===== config.mk =====
export PLATFORM = sky130hd
export DESIGN_NAME = kaa_divider
export DESIGN_NICKNAME = d
export VERILOG_FILES = /design/src/rtl/kaa_pkg.sv /design/src/rtl/kaa_divider.sv
export SDC_FILE = /design/constraint.sdc
export NUM_CORES = 1
export LEC_CHECK = 0
export ABC_AREA = 0
export BUFFER_PORTS_ARGS = -buffer_cell sky130_fd_sc_hd__buf_2
export CORE_UTILIZATION = 50
export CTS_CLUSTER_DIAMETER = 40
export DETAILED_ROUTE_END_ITERATION = 16
export PLACE_DENSITY = 0.72
export SKIP_CTS_REPAIR_TIMING = 1
export SLEW_MARGIN = 15
export SYNTH_ARGS = -nofsm -noshare
export SYNTH_HDL_FRONTEND = slang
export SYNTH_SLANG_ARGS = --single-unit
export TNS_END_PERCENT = 10

===== constraint.sdc =====
create_clock -name clk -period 3.2 [get_ports clk]
set_input_delay 0.16 -clock clk [delete_from_list [all_inputs] [get_ports clk]]
set_output_delay 0.16 -clock clk [all_outputs]
set_load 0.03 [all_outputs]

===== src/rtl/kaa_pkg.sv =====
// Package for the keyed average accumulator.
// Field widths, table entry type, action codes, sequencer states and sizing defaults.
// Used by every file in rtl; depends on nothing.
package kaa_pkg;

    localparam int ACTION_W = 1;
    localparam int KEY_W = 11;
    localparam int RATING_W = 8;
    localparam int AVG_W = 12;
    localparam int COUNT_W = 20;
    localparam int SUM_W = 28;
    localparam int FRAC_SHIFT = 4;
    localparam int DIVIDEND_W = SUM_W + FRAC_SHIFT;
    localparam int STEP_W = $clog2(DIVIDEND_W);
    localparam int KEY_SPAN = 1 << KEY_W;
    localparam int NUM_KEYS_DEFAULT = 2048;

    localparam logic [SUM_W-1:0] SUM_MAX = '1;
    localparam logic [COUNT_W-1:0] COUNT_MAX = '1;
    localparam logic [AVG_W-1:0] AVG_MAX = '1;

    localparam logic [ACTION_W-1:0] ACT_ACCUMULATE = 1'b0;
    localparam logic [ACTION_W-1:0] ACT_QUERY = 1'b1;

    typedef struct packed {
        logic [SUM_W-1:0] sum;
        logic [COUNT_W-1:0] count;
        logic sat;
    } entry_t;

    typedef enum logic [2:0] {
        ST_CLEAR,
        ST_IDLE,
        ST_LOOKUP,
        ST_DIVIDE,
        ST_LOAD
    } state_t;

endpackage


===== src/rtl/kaa_divider.sv =====
// Restoring shift-subtract divider, one quotient bit per cycle.
// Divides the scaled sum by the count and clamps the quotient to the average width.
// Depends on kaa_pkg for widths.
module kaa_divider
    import kaa_pkg::*;
(
    input  logic                  clk,
    input  logic                  rst_n,
    input  logic                  start,
    input  logic [DIVIDEND_W-1:0] dividend,
    input  logic [COUNT_W-1:0]    divisor,
    output logic                  done,
    output logic [AVG_W-1:0]      quotient
);

    logic                  busy_reg;
    logic                  busy_next;
    logic                  done_reg;
    logic                  done_next;
    logic [STEP_W-1:0]     step_reg;
    logic [STEP_W-1:0]     step_next;
    logic [DIVIDEND_W-1:0] quo_reg;
    logic [DIVIDEND_W-1:0] quo_next;
    logic [COUNT_W:0]      rem_reg;
    logic [COUNT_W:0]      rem_next;
    logic [COUNT_W-1:0]    div_reg;
    logic [COUNT_W-1:0]    div_next;
    logic [COUNT_W:0]      rem_shift;
    logic                  ge;

    assign rem_shift = {rem_reg[COUNT_W-1:0], quo_reg[DIVIDEND_W-1]};
    assign ge = rem_shift >= {1'b0, div_reg};

    always_comb
    begin
        busy_next = busy_reg;
        done_next = 1'b0;
        step_next = step_reg;
        quo_next = quo_reg;
        rem_next = rem_reg;
        div_next = div_reg;
        if (start)
        begin
            busy_next = 1'b1;
            step_next = '0;
            quo_next = dividend;
            rem_next = '0;
            div_next = divisor;
        end
        else if (busy_reg)
        begin
            quo_next = {quo_reg[DIVIDEND_W-2:0], ge};
            rem_next = ge ? (rem_shift - {1'b0, div_reg}) : rem_shift;
            step_next = step_reg + 1'b1;
            if (step_reg == STEP_W'(DIVIDEND_W - 1))
            begin
                busy_next = 1'b0;
                done_next = 1'b1;
            end
        end
    end

    always_ff @(posedge clk or negedge rst_n)
    begin
        if (!rst_n)
        begin
            busy_reg <= 1'b0;
            done_reg <= 1'b0;
            step_reg <= '0;
        end
        else
        begin
            busy_reg <= busy_next;
            done_reg <= done_next;
            step_reg <= step_next;
        end
    end

    always_ff @(posedge clk)
    begin
        quo_reg <= quo_next;
        rem_reg <= rem_next;
        div_reg <= div_next;
    end

    assign done = done_reg;
    assign quotient = (|quo_reg[DIVIDEND_W-1:AVG_W]) ? AVG_MAX : quo_reg[AVG_W-1:0];

endmodule


==> key figures <==
Layout
  – Final Cell Area: 5300 um2
  – Layout cells sized above 1: 25.8%
  – Non-Filler Instances: 602
  – Ant diodes: 0
  – Final #Nets: between 500 and 600
  – Most common cell after layout, fill and taps aside: buf_2
  – Most frequent cells in the layout: 67 x buf_2, 52 x edfxtp_1, 33 x mux2_2, 30 x nor2_1
  – Area delta synth->final: 19.9%
  – Max reg flops: 32

Logic synthesis
  – Synth Flop Type: edfxtp_1
  – Avg Inst Size Synth: around 11 um2
  – Sequential-to-total area share from yosys stat: 48.4%
  – Post-synth EDFFs: between 50 and 60
  – Synth Net Count: 483
  – Share of the synthesized area in the top cell type: 35.4%
  – Yosys top cell by area: edfxtp_1
  – Synth Register Bits: 79
  – Largest cells by area after synthesis: edfxtp_1 35%, dfxtp_1 9.1%, mux2_2 8.4%
  – Yosys warns: 0
  – Post-Syn Area: 4420 um2
  – Post-synth ARST share: under 10%
  – Count of different cell masters after synthesis: 53
  – Cells after Synth: 405

Setup path
  – FF-to-FF End: rem_reg[0]
  – Register-to-register setup slack: 0.41 ns
  – Worst r2r path cells: 9
  – Worst-path maximum fanout: 15
  – Worst path arrival time: 3.06 ns
  – Crit Reg-Reg Startpoint: div_reg[12]
  – Worst path cell trace: inv_1, ha_1, a21o_1, a31oi_1, o21a_1, a31oi_2, o22ai_4, mux2_2, a211oi_1
  – Setup crit end: rem_reg[0]
  – Setup crit end kind: flop
  – Worst EP required: roughly 3.5 ns
  – Critical Path Max Stage Delay: ~0.45 ns
  – Slowest-stage cell, CP: o22ai_4
  – Startpoint types: flop
  – Setup CP Type: reg -> reg
  – Crit. Startpoint: div_reg[12]

Floorplan
  – Die area: 9210 um2
  – Die height: 96.0 um
  – Row count: 33
  – Die extent in x: 96.0 um
  – Core Region: ~8400 um2
  – Io pins: 68
  – Starting Density: a little over half

GRT
  – First-pass GRT wire length: 15.5 mm
  – Grt ovf: 0
  – GRT Util Overall: 22.5%
  – Vias in the first global route: 3278
  – Largest net degree at the start of global routing: between 40 and 50
  – Initial antenna violation count: 0

Timing
  – Slew headroom: approximately a third
  – RSZ-0062 raised after global routing: false
  – Fmax: about 360 MHz
  – Max Clock Skew: 0.00996 ns
  – Setup violators final: 0
  – Hold WS: approximately 0.098 ns
  – Setup TNS: 0 ns
  – Final Hold Viols: 0
  – Final Max Slew Viols: 0
  – Period minus WS final: 2.79 ns
  – Worst Tran Pin Value: 1.00 ns
  – Period utilisation layout: between 80% and 90%

Outcome
  – Outcome: complete, no violations

Clock network
  – Worst skew pair latency: 0.36 ns
  – Level count of the clock H-tree: 3
  – Clk buf depth: 2
  – CTS buffer count: 9
  – CTS clock-pin slew for the worst setup and hold paths: 0.08 ns
  – CTS tree: built
  – CTS root buffer: clkbuf_8
  – CTS sink count: 79

Power and ir drop
  – Comb pwr share: 11.4%
  – Peak VDD IR: 0.317 mV
  – P_int: 1.82 mW
  – Cell Pwr Density: 446 nW/um2
  – Leakage: 2.25 nW
  – Share of total power in the clock network: 38.0%
  – Sw frac: 22.8%
  – Part of the power in registers: 50.7%
  – Sw power: 0.539 mW

Place
  – Placed cell area: 4850 um2
  – DP HPWL: 6.81 mm
  – Port bufs: 67
  – Dpl cells: 565
  – Placer Congestion: 0.965

Route
  – Met2 Wirelength: 4.45 mm
  – DR vias: 3435
  – Drt via density: 5.71
  – M1 wire length: 4.31 mm
  – Final ANT Viol Nets: 0
  – Met3 wire length: 587 um
  – Top sig layer: met4
  – # DRC: 0
  – DR WL/cell: 16.0 um
  – First-pass DRT Iterations: 6
  – Total Wirelength: 9.62 mm
  – Drt first-iter violations: 189

Min path
  – Hold WC Path Type: in -> reg
  – Hold_sp: dividend[4]

Flow run
  – # Max-Cap Violations: 0
==> per-layer routing <==
| metal | up-vias | track usage (%) |
|---|---|---|
| li1 | 1686 | - |
| met1 | 1615 | 27.8 |
| met2 | 107 | 36.1 |
| met3 | 27 | 6.40 |
| met4 | 0 | 10.7 |
| met5 | - | 0 |
==> synth_stat cells, types with 9 or more instances <==
library cell and instances:
a21oi_1 13, ha_1 22, mux2_2 33, or3_1 13, xor2_1 9, o21ai_0 20, mux2i_1 10, xnor2_1 9
nand2_1 26, dfxtp_1 20, inv_1 26, nor2_1 30, edfxtp_1 52
==> power by group through the flow <==
stage	Clock [mW]	Sequential [mW]	Combinational, mW
after detailed placement	0	1.22	0.246
after CTS	0.919	1.20	0.248
after floorplan	0	1.21	0.172
after global placement	0	1.22	0.238
after global routing	0.955	1.21	0.296
final	0.897	1.20	0.268
==> cells by family after synthesis <==
group                      count (synthesis)  synth area share (%)
and+or+nand+nor                          108                  12.2
AOI/OAI and AO/OA                         90                  14.5
DFF                                       79                  48.4
buffers and inverters                     44                  4.02
muxes                                     43                  10.7
adders and majority gates                 23                  6.69
xor gates and xnor gates                  18                  3.57
==> area by class of cell <==
type | instances | area, um2
clock buffer | 11 | 131
clock inverter | 5 | 108
fill | 698 | 3080
inverter | 26 | 97.6
multi-input combinational | 282 | 2100
sequential | 79 | 2140
tap | 105 | 131
timing repair buffer | 94 | 591
==> worst min path at each step <==
stage / end / slack, ns / depth (start not counted)
after floorplan: busy_reg / -0.14 / 0
after global placement: step_reg[3] / -0.002 / 1
after detailed placement: step_reg[3] / 0.003 / 1
after CTS: step_reg[3] / -0.39 / 1
after global routing: quo_reg[7] / 0.08 / 2
final: quo_reg[4] / 0.1 / 2
==> metrics by stage <==
step                      utilization (%)  setup WS (ns)  power [mW]
after floorplan                         -          0.772        1.38
after global placement               57.8          0.557        1.46
after detailed placement             57.8          0.458        1.47
after CTS                            60.7          0.428        2.37
after global routing                 63.2          0.214        2.46
final                                63.2          0.411        2.36
==> worst max-delay path, delay by kind of cell, from the launching register on <==
family                   cells  cell delay [ns]
adder cells (fa/ha/maj)      1             0.40
flip-flops                   1             0.33
multiplexers                 1             0.39
buffers and inverters        1             0.04
AO/OA/AOI/OAI                6             1.53
(Power assumes the default switching activity.)
